## config.mk

```make
export PLATFORM = sky130hd
export DESIGN_NAME = desk_sleep_policy_controller
export DESIGN_NICKNAME = d
export VERILOG_FILES = /design/src/dspc_pkg.sv /design/src/dspc_policy.sv /design/src/desk_sleep_policy_controller.sv
export VERILOG_INCLUDE_DIRS = /design/src /design/src/src
export SDC_FILE = /design/constraint.sdc
export NUM_CORES = 1
export LEC_CHECK = 0
export ABC_AREA = 1
export BUFFER_PORTS_ARGS = -buffer_cell sky130_fd_sc_hd__buf_2
export CAP_MARGIN = 15
export CORE_MARGIN = 5
export CORE_UTILIZATION = 40
export CTS_CLUSTER_DIAMETER = 200
export DETAILED_ROUTE_END_ITERATION = 8
export HOLD_SLACK_MARGIN = 0.05
export PLACE_DENSITY_LB_ADDON = 0.12
export SKIP_CTS_REPAIR_TIMING = 1
export SYNTH_ARGS = -nofsm -noshare
export SYNTH_HDL_FRONTEND = slang
export SYNTH_HIERARCHICAL = 1
export SYNTH_SLANG_ARGS = --single-unit
export TNS_END_PERCENT = 1
```

## constraint.sdc

```tcl
create_clock -name aclk -period 4.45 [get_ports aclk]
set_input_delay 0.89 -clock aclk [delete_from_list [all_inputs] [get_ports aclk]]
set_output_delay 0.89 -clock aclk [all_outputs]
set_load 0.01 [all_outputs]
```

## src/assert_macros.svh

```systemverilog
// assertion helpers, compiled out for synthesis
`ifndef ASSERT_MACROS_SVH
`define ASSERT_MACROS_SVH

`ifndef SYNTHESIS
`define DSPC_ASSERT(lbl, clk, rst_n, prop, msg) \
    lbl: assert property (@(posedge clk) disable iff (!rst_n) prop) else $error(msg);
`define DSPC_ASSERT_NR(lbl, clk, prop, msg) \
    lbl: assert property (@(posedge clk) prop) else $error(msg);
`else
`define DSPC_ASSERT(lbl, clk, rst_n, prop, msg)
`define DSPC_ASSERT_NR(lbl, clk, prop, msg)
`endif

`endif

```

## src/dspc_pkg.sv

```systemverilog
`timescale 1ns / 1ps

package dspc_pkg;

    localparam logic [2:0] REQ_POLL       = 3'd0;
    localparam logic [2:0] REQ_PIN_WAKE   = 3'd1;
    localparam logic [2:0] REQ_BUTTON     = 3'd2;
    localparam logic [2:0] REQ_FEEDBACK   = 3'd3;
    localparam logic [2:0] REQ_SLEEP_DONE = 3'd4;

    localparam logic [1:0] CFG_GRACE    = 2'd0;
    localparam logic [1:0] CFG_INPUT    = 2'd1;
    localparam logic [1:0] CFG_FEEDBACK = 2'd2;

    localparam logic [15:0] GRACE_MS_RST          = 16'd1500;
    localparam logic [15:0] INPUT_AWAKE_MS_RST    = 16'd700;
    localparam logic [15:0] FEEDBACK_AWAKE_MS_RST = 16'd2300;
    localparam logic [31:0] LAST_SECOND_RST       = 32'hFFFF_FFFF;

    typedef enum logic [1:0] {
        ACT_AWAKE      = 2'd0,
        ACT_POWER_SAVE = 2'd1,
        ACT_IDLE       = 2'd2
    } dspc_action_t;

    typedef struct packed {
        logic [2:0]  req_type;
        logic [31:0] now_ms;
        logic [31:0] now_second;
        logic        local_mode;
        logic        gps_on;
        logic        timer_busy;
        logic        stopwatch_running;
        logic        edit_active;
        logic        fade_active;
    } dspc_in_t;

    typedef struct packed {
        dspc_action_t action;
        logic         update_display;
    } dspc_out_t;

    typedef struct packed {
        logic [15:0] grace_ms;
        logic [15:0] input_awake_ms;
        logic [15:0] feedback_awake_ms;
    } dspc_cfg_t;

    typedef struct packed {
        logic        armed;
        logic        pending_wake;
        logic [31:0] enter_time;
        logic [31:0] awake_until;
        logic [31:0] last_shown_second;
    } dspc_state_t;

    localparam dspc_state_t STATE_RST = '{
        armed:             1'b0,
        pending_wake:      1'b0,
        enter_time:        32'd0,
        awake_until:       32'd0,
        last_shown_second: LAST_SECOND_RST
    };

endpackage

```

## src/dspc_policy.sv

```systemverilog
`timescale 1ns / 1ps

module dspc_policy
    import dspc_pkg::*;
(
    input  dspc_cfg_t   cfg,
    input  dspc_state_t state_cur,
    input  dspc_in_t    item,
    output dspc_state_t state_next,
    output dspc_out_t   result
);

    logic        desk_ok;
    logic [31:0] enter_eff;
    logic [31:0] elapsed;
    logic [31:0] deadline_diff;
    logic [31:0] input_deadline;
    logic [31:0] feedback_deadline;

    assign desk_ok = item.local_mode && !item.gps_on && !item.timer_busy &&
                     !item.stopwatch_running && !item.edit_active && !item.fade_active;

    assign enter_eff         = state_cur.armed ? state_cur.enter_time : item.now_ms;
    assign elapsed           = item.now_ms - enter_eff;
    assign deadline_diff     = item.now_ms - state_cur.awake_until;
    assign input_deadline    = item.now_ms + {16'd0, cfg.input_awake_ms};
    assign feedback_deadline = item.now_ms + {16'd0, cfg.feedback_awake_ms};

    always_comb begin
        state_next            = state_cur;
        result.action         = ACT_AWAKE;
        result.update_display = 1'b0;
        unique case (item.req_type)
            REQ_POLL: begin
                if (!desk_ok) begin
                    state_next    = STATE_RST;
                    result.action = ACT_IDLE;
                end else begin
                    // arm on first qualifying poll
                    if (!state_cur.armed) begin
                        state_next.armed             = 1'b1;
                        state_next.enter_time        = item.now_ms;
                        state_next.last_shown_second = item.now_second;
                    end
                    priority if (elapsed < {16'd0, cfg.grace_ms}) begin
                        result.action = ACT_AWAKE;
                    end else if (state_cur.pending_wake) begin
                        state_next.pending_wake = 1'b0;
                        state_next.awake_until  = input_deadline;
                        result.action           = ACT_AWAKE;
                    end else if (deadline_diff[31]) begin
                        result.action = ACT_AWAKE;
                    end else begin
                        result.action = ACT_POWER_SAVE;
                    end
                end
            end
            REQ_PIN_WAKE: begin
                state_next.pending_wake = 1'b1;
            end
            REQ_BUTTON: begin
                state_next.awake_until = input_deadline;
            end
            REQ_FEEDBACK: begin
                state_next.awake_until = feedback_deadline;
            end
            REQ_SLEEP_DONE: begin
                if (item.now_second != state_cur.last_shown_second) begin
                    state_next.last_shown_second = item.now_second;
                    result.update_display        = 1'b1;
                end
            end
            default: begin
            end
        endcase
    end

endmodule

```

## src/desk_sleep_policy_controller.sv

```systemverilog
`timescale 1ns / 1ps
// Desk sleep policy controller.
// Input channel s_valid/s_ready/s_data carries one request word per main-loop
// event (poll, pin wake, button, timestamp feedback, sleep done) with the
// millisecond and second counters and the activity flags. Every request word
// yields exactly one result word on m_valid/m_ready/m_data: the sleep action
// and the display refresh flag.
// The three window registers are written through cfg_valid/cfg_ready with
// cfg_index and cfg_data; cfg_ready is always high. Write them while no
// request is in flight.
// A request accepted into the input register is decided from that register
// and its result is loaded into the result register and shown on m_valid.
// Throughput: one request per cycle while the receiver takes results; the
// decision is combinational subtracts, compares and adds on 32 bits between
// the two registers, and the policy state updates as the result is loaded.
// When the receiver stalls, the result register holds its word and the input
// register still takes one more request; s_ready drops only when both hold.
// Reset (aresetn low, synchronous) empties both registers, disarms the
// policy and restores the default windows of 1500, 700 and 2300 ms.
`include "assert_macros.svh"

module desk_sleep_policy_controller
    import dspc_pkg::*;
(
    input  logic        aclk,
    input  logic        aresetn,
    input  logic        s_valid,
    output logic        s_ready,
    input  dspc_in_t    s_data,
    output logic        m_valid,
    input  logic        m_ready,
    output dspc_out_t   m_data,
    input  logic        cfg_valid,
    output logic        cfg_ready,
    input  logic [1:0]  cfg_index,
    input  logic [15:0] cfg_data
);

    logic        in_valid_reg;
    dspc_in_t    in_data_reg;
    logic        out_valid_reg;
    dspc_out_t   out_data_reg;
    dspc_state_t st_reg;
    dspc_state_t st_next;
    dspc_cfg_t   cfg_reg;
    dspc_out_t   res_next;
    logic        adv;

    assign adv       = in_valid_reg && (!out_valid_reg || m_ready);
    assign s_ready   = !in_valid_reg || adv;
    assign m_valid   = out_valid_reg;
    assign m_data    = out_data_reg;
    assign cfg_ready = 1'b1;

    dspc_policy u_policy (
        .cfg        (cfg_reg),
        .state_cur  (st_reg),
        .item       (in_data_reg),
        .state_next (st_next),
        .result     (res_next)
    );

    always_ff @(posedge aclk) begin
        if (!aresetn) begin
            in_valid_reg  <= 1'b0;
            out_valid_reg <= 1'b0;
            st_reg        <= STATE_RST;
        end else begin
            if (s_valid && s_ready) begin
                in_valid_reg <= 1'b1;
            end else if (adv) begin
                in_valid_reg <= 1'b0;
            end
            if (adv) begin
                out_valid_reg <= 1'b1;
                st_reg        <= st_next;
            end else if (m_ready) begin
                out_valid_reg <= 1'b0;
            end
        end
    end

    always_ff @(posedge aclk) begin
        if (s_valid && s_ready) begin
            in_data_reg <= s_data;
        end
        if (adv) begin
            out_data_reg <= res_next;
        end
    end

    always_ff @(posedge aclk) begin
        if (!aresetn) begin
            cfg_reg.grace_ms          <= GRACE_MS_RST;
            cfg_reg.input_awake_ms    <= INPUT_AWAKE_MS_RST;
            cfg_reg.feedback_awake_ms <= FEEDBACK_AWAKE_MS_RST;
        end else if (cfg_valid && cfg_ready) begin
            unique case (cfg_index)
                CFG_GRACE:    cfg_reg.grace_ms          <= cfg_data;
                CFG_INPUT:    cfg_reg.input_awake_ms    <= cfg_data;
                CFG_FEEDBACK: cfg_reg.feedback_awake_ms <= cfg_data;
                default: begin
                end
            endcase
        end
    end

    `DSPC_ASSERT(a_in_hold, aclk, aresetn, (in_valid_reg && !adv) |=> (in_valid_reg && $stable(in_data_reg)), "input word lost while result stalled")
    `DSPC_ASSERT(a_sleep_armed, aclk, aresetn, (adv && res_next.action == ACT_POWER_SAVE) |=> st_reg.armed, "power-save without armed policy")
    `DSPC_ASSERT(a_idle_clears, aclk, aresetn, (adv && res_next.action == ACT_IDLE) |=> (!st_reg.armed && !st_reg.pending_wake), "idle decision left state set")
    `DSPC_ASSERT(a_refresh_sec, aclk, aresetn, (adv && res_next.update_display) |=> (st_reg.last_shown_second == $past(in_data_reg.now_second)), "refresh without storing second")
    `DSPC_ASSERT(a_disarmed_zero, aclk, aresetn, !st_reg.armed |-> (st_reg.enter_time == 32'd0), "disarmed policy holds entry time")

endmodule
```

Word level (Yosys, flattened, before mapping)
Index checks and enable logic that the tools add are counted.
Widths: inputs -> output; s select.
- register bits after elaboration: 224
- latch bits: 0
- RAM bits: 0
- bits in read-only memories: 0
- bits of input ports: 96
- output and inout bits: 6
- logic and storage cells: 90
- memories kept: 0
- add/subtract/negate cells: 4
- $mul: 0
- divide/modulo/power cells: 0
- magnitude comparators: 1
- equality and inequality tests: 11
- shift-type cells: 0
- muxes and demuxes: 19
- bitwise logic cells: 2
- reductions and logical operators: 31
- operators with widths (operator ; number):
    $mux 32 ; 5
    $mux 98 ; 1
    $pmux 32 s3 ; 1
    $add 32x16->32 ; 2
    $pmux 32 s2 ; 1
    $sub 32x32->32 ; 2
    $lt 32x16->1 ; 1
    $ne 32x32->1 ; 1
    $ne 3x3->1 const B ; 3
    $mux 1 ; 8
    $reduce_and 2->1 ; 4
    $reduce_and 4->1 ; 2
    $reduce_bool 2->1 ; 4
    $logic_and 1x1->1 ; 7
    $logic_not 1->1 ; 7
    $eq 3x2->1 const B ; 2
    $mux 2 ; 2
    $reduce_or 4->1 ; 1
    $eq 3x1->1 const B ; 1
    $eq 3x3->1 const B ; 1
    $logic_not 3->1 ; 1
    $reduce_and 3->1 ; 1
    $reduce_bool 3->1 ; 1
    $eq 2x1->1 const B ; 1
    other kinds (6) ; 8

Longest topological paths before layout
Gate-level depths: netlist of run 1.
- depth after elaboration: 8
- depth in mapped cells: 29
- gate-level depth less buffers: 28

Cells and area by module
The synthesis of run 1 kept the hierarchy.
- by module, submodules not included (module ; instances ; cells each ; area each (um2)):
    dspc_policy ; 1 ; 1902 ; 9745.6
    desk_sleep_policy_controller ; 1 ; 937 ; 8358.0

Least setup slack after synthesis of run 1
OpenSTA, ideal clock, no wires.
- kind: flip-flop to flip-flop
- start: reg st_reg[97] (netlist name)
- end: reg st_reg[32] (netlist name)
- arrival time: 3.791 ns
- path slack: 0.544 ns
- cell stages (with the launch flop): 25
- path buffers: 3
- cell sequence: dfxtp_1 clkbuf_1 clkbuf_1 o21ai_0 ha_1 fa_1 inv_1 nand2_1 nand3_1 nand2_1 nand2_1 xor2_1 ha_1 nand2_1 o21ai_0 o21bai_1 a21oi_1 clkbuf_1 nand4_1 nand4_1 nand3_1 inv_1 nand3_1 nand2_1 nor2_1
- cells in the longest elaborated chain, start to end: 5
- RTL lines (item ; RTL line ; RTL):
    start: declaration ; desk_sleep_policy_controller.sv:43 ; dspc_state_t st_reg;
    start signal: assignment ; desk_sleep_policy_controller.sv:76 ; st_reg <= st_next;
    $mux 32 ; n/a ;
    $sub 32x32->32 ; dspc_policy.sv:24 ; assign elapsed = item.now_ms - enter_eff;
    $lt 32x16->1 ; dspc_policy.sv:45 ; priority if (elapsed < {16'd0, cfg.grace_ms}) begin
    $ne 3x3->1 (no line) ; n/a ;
    $reduce_and 4->1 (no line) ; n/a ;
No other way between the ends.
A chain may end at the register's enable or synchronous reset.

Worst setup path in the final report of run 1
- start: reg st_reg[97] (netlist name)
- end: reg st_reg[59] (netlist name)
Same word-level chain as after synthesis.

==> results of run 1 <==
[layer usage]
layer  track usage  wire length (µm)  vias up
met5             0                 0        -
met4        0.0615              1640        0
met3        0.0299              4510       98
met2         0.385             27900      678
met1         0.351             29700     8781
li1              -                 -     9424
[cell families after synthesis]
logic type / after synthesis
other cells: 1
buf+inv: 575
flops: 224
simple gates: 1405
fa+ha+maj: 113
xor+xnor: 59
compound gates: 462
[final cells by class]
| type | instances | area, µm² |
|---|---|---|
| timing repair buffer | 151 | 943 |
| sequential | 224 | 5250 |
| clock inverter | 15 | 179 |
| tap | 600 | 751 |
| inverter | 447 | 1680 |
| clock buffer | 37 | 786 |
| fill | 4777 | 24800 |
| multi-input combinational | 2041 | 10700 |
[worst max-delay path, delay by kind of cell (launching register included)]
| kind | cells | cell delay (ns) |
|---|---|---|
| fa+ha+maj | 3 | 0.93 |
| compound gates | 4 | 0.70 |
| buf+inv | 4 | 0.57 |
| xor+xnor | 1 | 0.19 |
| flops | 1 | 0.40 |
| simple gates | 13 | 1.22 |
[worst paths after layout]
path / from / cells past startpoint / endpoint / slack (ns)
worst max-delay path: st_reg[97] / 25 / st_reg[59] / 0.32
worst min-delay path: st_reg[12] / 2 / st_reg[12] / 0.46
worst max register to register: st_reg[97] / 25 / st_reg[59] / 0.32
worst min register to register: st_reg[12] / 2 / st_reg[12] / 0.46
[report_power, final]
part	switching (mW)	internal (mW)
Clock	0.944	1.47
Combinational	1.28	0.673
Sequential	0.128	2.25
[cells in the mapped netlist (7+ instances only)]
master	instances	area (µm²)
a21oi_1	177	886
nand2_1	778	2920
a31oi_1	15	93.8
xnor2_1	12	105
inv_1	435	1630
nor2_1	216	811
dfxtp_1	148	2960
o21ai_0	153	766
o211ai_1	10	75.1
xor2_1	47	412
nand4_1	86	538
nand3_1	260	1300
buf_4	8	60.1
nor3_1	15	75.1
nor2_2	9	56.3
edfxtp_1	76	2280
o22ai_1	46	288
a221o_1	10	100
nor4_1	14	87.6
o221ai_1	11	96.3
a211oi_1	7	52.6
clkbuf_1	54	203
ha_1	110	1380
inv_2	8	30.0
buf_1	17	63.8
buf_2	45	225
==> results by group, run 1 <==
Global routing
  • GRT Overall Usage: 0.243
  • Initial antenna violation count: 0
  • Gr ovfl total: 0
  • First-pass GRT wire length: 97.9 mm
  • Vias in the first global route: 17662
  • Pin count of the biggest net entering global routing: 94

Placement
  • Port bufs: 100
  • Pre-CTS setup slack: 0.246 ns
  • Routability cong.: between 0.9 and 1
  • Placed cell areas: around 19000 µm²
  • Placed insts: 3455
  • Post-DP HPWL: 46.0 mm

Pwr
  • Max VDD drop: 0.000309 V
  • Leak Pwr: 9.82 nW
  • Cell Pwr Density: 333 nW/µm²
  • Post-layout power: about 6.7 mW

STA
  • Period minus WS final: 4.13 ns
  • Final Skew: 0.0132 ns
  • Ratio of final minimum period to clock period: 0.928
  • Final Hold Fails: 0
  • FMAX: 242 MHz
  • Fin Hold WS: 0.460 ns
  • Final setup fails: 0
  • Slew Limit Fails: 0
  • Worst-margin pin slew: around 1.0 ns
  • Final WS setup: roughly 0.32 ns
  • Worst slew margin: 0.327
  • Setup TNS: 0 ns

Yosys
  • Syn Std Cell Area: 18100 µm²
  • Post-synthesis mux area share: 0
  • Syn Inst Count: around 2800
  • Synth warn: 6
  • Main combinational cell family by area after synthesis: simple AND/OR/NAND/NOR gates
  • Synth Area in Simple Gates: 0.333
  • Synth async-reset ratio: 0
  • Compound-Gate Fraction of Synth Area: 0.144
  • Cell variety after synth: 56
  • Sequential cell area fraction in the yosys report: 0.290
  • Post-Synth XOR/XNOR Area: 0.0285
  • Synthesized-area fraction occupied by adder cells: 0.0793
  • Synth Net Count: between 3000 and 4000
  • Mean cell area of the mapped netlist: ~6.4 µm²
  • Ys flop type: dfxtp_1
  • Post-synthesis register bit count: 224
  • Post-synth EDFFs: between 70 and 80

Clocking
  • CTS clk-pin slew, worst paths: 0.07 ns
  • Root buffer cell: clkbuf_16
  • Sink Count: about 220
  • H-tree lvl count: 1
  • Clock Latency Late Sink: 0.57 ns
  • CTS max path bufs: 3
  • TritonCTS clock tree: done
  • Number of CTS-inserted buffers: 28

Critical path
  • Critical Path Start Type: flop
  • CP most frequent cell: nand2_1
  • WP data required: 4.95 ns
  • Arrival @ worst endpoint: 4.63 ns
  • Crit path kind: reg2reg
  • Max stage delay on crit path: 0.41 ns
  • CP max-delay cell: fa_1
  • Worst-path maximum fanout: 16
  • Crit path capture type: flop

Floorplan
  • Top-Level Pins: slightly above 100
  • Initial Utilization: 0.402
  • Chip height: 223 µm
  • Full die area: 49600 µm²
  • # rows: 78
  • Die width: 223 µm
  • Core area: 45100 µm²

Final layout
  • Final Util: 0.449
  • Syn-to-layout area delta: 11.8%
  • Diodes inserted: 0
  • Post-Layout Cell Count: 3515
  • Fin area: 20200 µm²
  • Leading cell type in the layout, fill and taps excluded: nand2_1
  • Nets: approximately 3100
  • Layout cells sized above 1: 0.0803
  • Commonest cells after routing, fill and taps aside: 776 x nand2_1, 434 x inv_1, 260 x nand3_1, 215 x nor2_1, 176 x a21oi_1
  • Max reg flops: between 90 and 100

Route
  • Via count: 18981
  • # DRC: 0
  • Starting DRT DRC Count: 1653
  • DR WL/cell: 18.1 µm
  • ANT nets after route: 0
  • 1st-pass router iterations: 5
  • Vias per inst: about 5.4
  • Detailed Route WL: 63.7 mm

Outcome
  • Status: finished clean

Hold path
  • Hold Crit Class: reg2reg

Flow run
  • MaxCap Viol Count: 0
Note: power is estimated with default switching activity, not from simulation.
==> run 2: changes to the inputs <==
Settings changed: CORE_MARGIN 5 to unset.
==> results by group, run 2 (synthesized netlist as in run 1, its figures left out) <==
Placement
  • Routability cong.: 0.938 (was 0.963)
  • Post-DP HPWL: 45.5 mm (was 46.0 mm)
  • Placed insts: 3452 (was 3455)
  • Port bufs: 100 (unchanged)
  • Placed cell areas: 19300 µm² (was 19200 µm²)

Route
  • # DRC: 0 (unchanged)
  • Vias per inst: 5.39 (was 5.40)
  • Detailed Route WL: 63.0 mm (was 63.7 mm)
  • Via count: 18920 (was 18981)
  • Starting DRT DRC Count: 1671 (was 1653)
  • ANT nets after route: 0 (unchanged)
  • DR WL/cell: 17.9 µm (was 18.1 µm)
  • 1st-pass router iterations: 6 (was 5)

STA
  • FMAX: 244 MHz (was 242 MHz)
  • Setup TNS: 0 ns (unchanged)
  • Slew Limit Fails: 0 (unchanged)
  • Final Hold Fails: 0 (unchanged)
  • RSZ-0062 raised after global routing: false
  • Ratio of final minimum period to clock period: 0.921 (was 0.928)
  • Worst slew margin: 0.303 (was 0.327)
  • Final Skew: 0.0256 ns (was 0.0132 ns)
  • Final setup fails: 0 (unchanged)
  • Period minus WS final: 4.10 ns (was 4.13 ns)
  • Worst-margin pin slew: 1.05 ns (was 1.01 ns)

Critical path
  • CP most frequent cell: nand2_1 (unchanged)
  • CP max-delay cell: edfxtp_1 (was fa_1)
  • CP Cell Sequence: buf_4 > ha_1 > nand2_1 > nand2_1 > nand2_1 > nand3_2 > nand2_1 > nand2_1 > xor2_1 > ha_1 > a21oi_1 > o21a_1 > o21bai_1 > a21oi_4 > nand3_4 > buf_12 > nand2_1 > nand4_1 > nand3_1 > inv_1 > nand3_1 > nand2_1 > nor2_1
  • R2r worst-path depth: 23 (was 25)
  • Max stage delay on crit path: 0.52 ns (was 0.41 ns)
  • Critical Path Start Type: flop (unchanged)
  • Worst-path maximum fanout: 24 (was 16)
  • Crit path capture type: flop (unchanged)
  • WP data required: 4.97 ns (was 4.95 ns)
  • Crit path kind: reg2reg (unchanged)
  • Arrival @ worst endpoint: 4.62 ns (was 4.63 ns)

Final layout
  • Commonest cells after routing, fill and taps aside: 777 x nand2_1, 434 x inv_1, 260 x nand3_1, 215 x nor2_1, 176 x a21oi_1 (was 776 x nand2_1, 434 x inv_1, 260 x nand3_1, 215 x nor2_1, 176 x a21oi_1)
  • Leading cell type in the layout, fill and taps excluded: nand2_1 (unchanged)
  • Layout cells sized above 1: 0.0806 (was 0.0803)
  • Nets: 3102 (unchanged)
  • Syn-to-layout area delta: 12.3% (was 11.8%)
  • Fin area: 20300 µm² (was 20200 µm²)
  • Post-Layout Cell Count: 3510 (was 3515)
  • Filler cells: 4619 (was 4777)
  • Max reg flops: 98 (unchanged)

Clocking
  • Number of CTS-inserted buffers: 30 (was 28)
  • Root buffer cell: clkbuf_16 (unchanged)
  • TritonCTS clock tree: done (unchanged)
  • H-tree lvl count: 1 (unchanged)
  • Clock Latency Late Sink: 0.59 ns (was 0.57 ns)
  • Sink Count: 224 (unchanged)
  • CTS clk-pin slew, worst paths: 0.06 ns (was 0.07 ns)
  • CTS max path bufs: 3 (unchanged)

Global routing
  • Initial antenna violation count: 0 (unchanged)
  • GRT Overall Usage: 0.266 (was 0.243)
  • Vias in the first global route: 17507 (was 17662)
  • First-pass GRT wire length: 97.7 mm (was 97.9 mm)
  • Pin count of the biggest net entering global routing: 166 (was 94)
  • Gr ovfl total: 0 (unchanged)

Outcome
  • Status: finished clean (unchanged)

Pwr
  • Leak Pwr: 9.86 nW (was 9.82 nW)
  • Max VDD drop: 0.000296 V (was 0.000309 V)
  • Cell Pwr Density: 338 nW/µm² (was 333 nW/µm²)

Floorplan
  • Top-Level Pins: 102 (unchanged)
  • Chip height: 215 µm (was 223 µm)
  • Core area: 44400 µm² (was 45100 µm²)
  • Die width: 215 µm (was 223 µm)
  • Full die area: 46100 µm² (was 49600 µm²)
  • # rows: 77 (was 78)
  • Initial Utilization: 0.408 (was 0.402)

Flow run
  • MaxCap Viol Count: 0 (unchanged)

Hold path
  • Worst hold stages: 2 (unchanged)
  • Hold Crit Class: reg2reg (unchanged)
## run 2: path summary, 6_finish.rpt
path / from / end / slack [ns]
setup reg to reg: in_data_reg[40] / st_reg[56] / 0.35
hold / removal: cfg_reg[42] / cfg_reg[42] / 0.46
setup / recovery: in_data_reg[40] / st_reg[56] / 0.35
hold reg to reg: cfg_reg[42] / cfg_reg[42] / 0.46
## run 2: layout make-up
class	instances	area, µm²	area share
Antenna cell	1	2.50	0.000123
Clock buffer	41	865	0.0425
Clock inverter	15	176	0.00868
Inverter	447	1680	0.0826
Multi-Input combinational cell	2040	10600	0.523
Sequential cell	224	5250	0.258
Tap cell	592	741	0.0364
Timing Repair Buffer	150	982	0.0483
## run 2: per-stage QoR
| step | util | total power [mW] | hold WS (ns) | setup WS (ns) |
|---|---|---|---|---|
| 2_1_floorplan | - | 3.72 | 0.429 | 0.544 |
| 3_3_place_gp | 0.434 | 4.31 | 0.439 | 0.138 |
| 3_5_place_dp | 0.434 | 4.33 | 0.445 | 0.119 |
| 4_1_cts | 0.457 | 6.91 | 0.433 | 0.0912 |
| 5_1_grt | 0.458 | 7.27 | 0.447 | 0.0337 |
| 6_report | 0.458 | 6.87 | 0.461 | 0.350 |
## run 2: metal layers
layer / vias up / routed length (µm) / global-route usage
met1: 8869 / 30400 / 0.390
met5: - / 0 / 0
met3: 70 / 4150 / 0.0354
met4: 0 / 1240 / 0.0555
li1: 9421 / - / -
met2: 560 / 27200 / 0.415
## run 2: worst max-delay path, delay by kind of cell, from the launching register on
family,cells,cell delay (ns)
compound gates,4,0.72
xor+xnor,1,0.26
fa+ha+maj,2,0.73
buf+inv,3,0.48
flops,1,0.52
simple gates,13,1.30
## run 2: power by group
part           switching, mW  internal, mW  leakage [nW]
Sequential             0.131          2.25          1.96
Clock                   1.01          1.54         0.507
Combinational           1.27         0.674          7.39
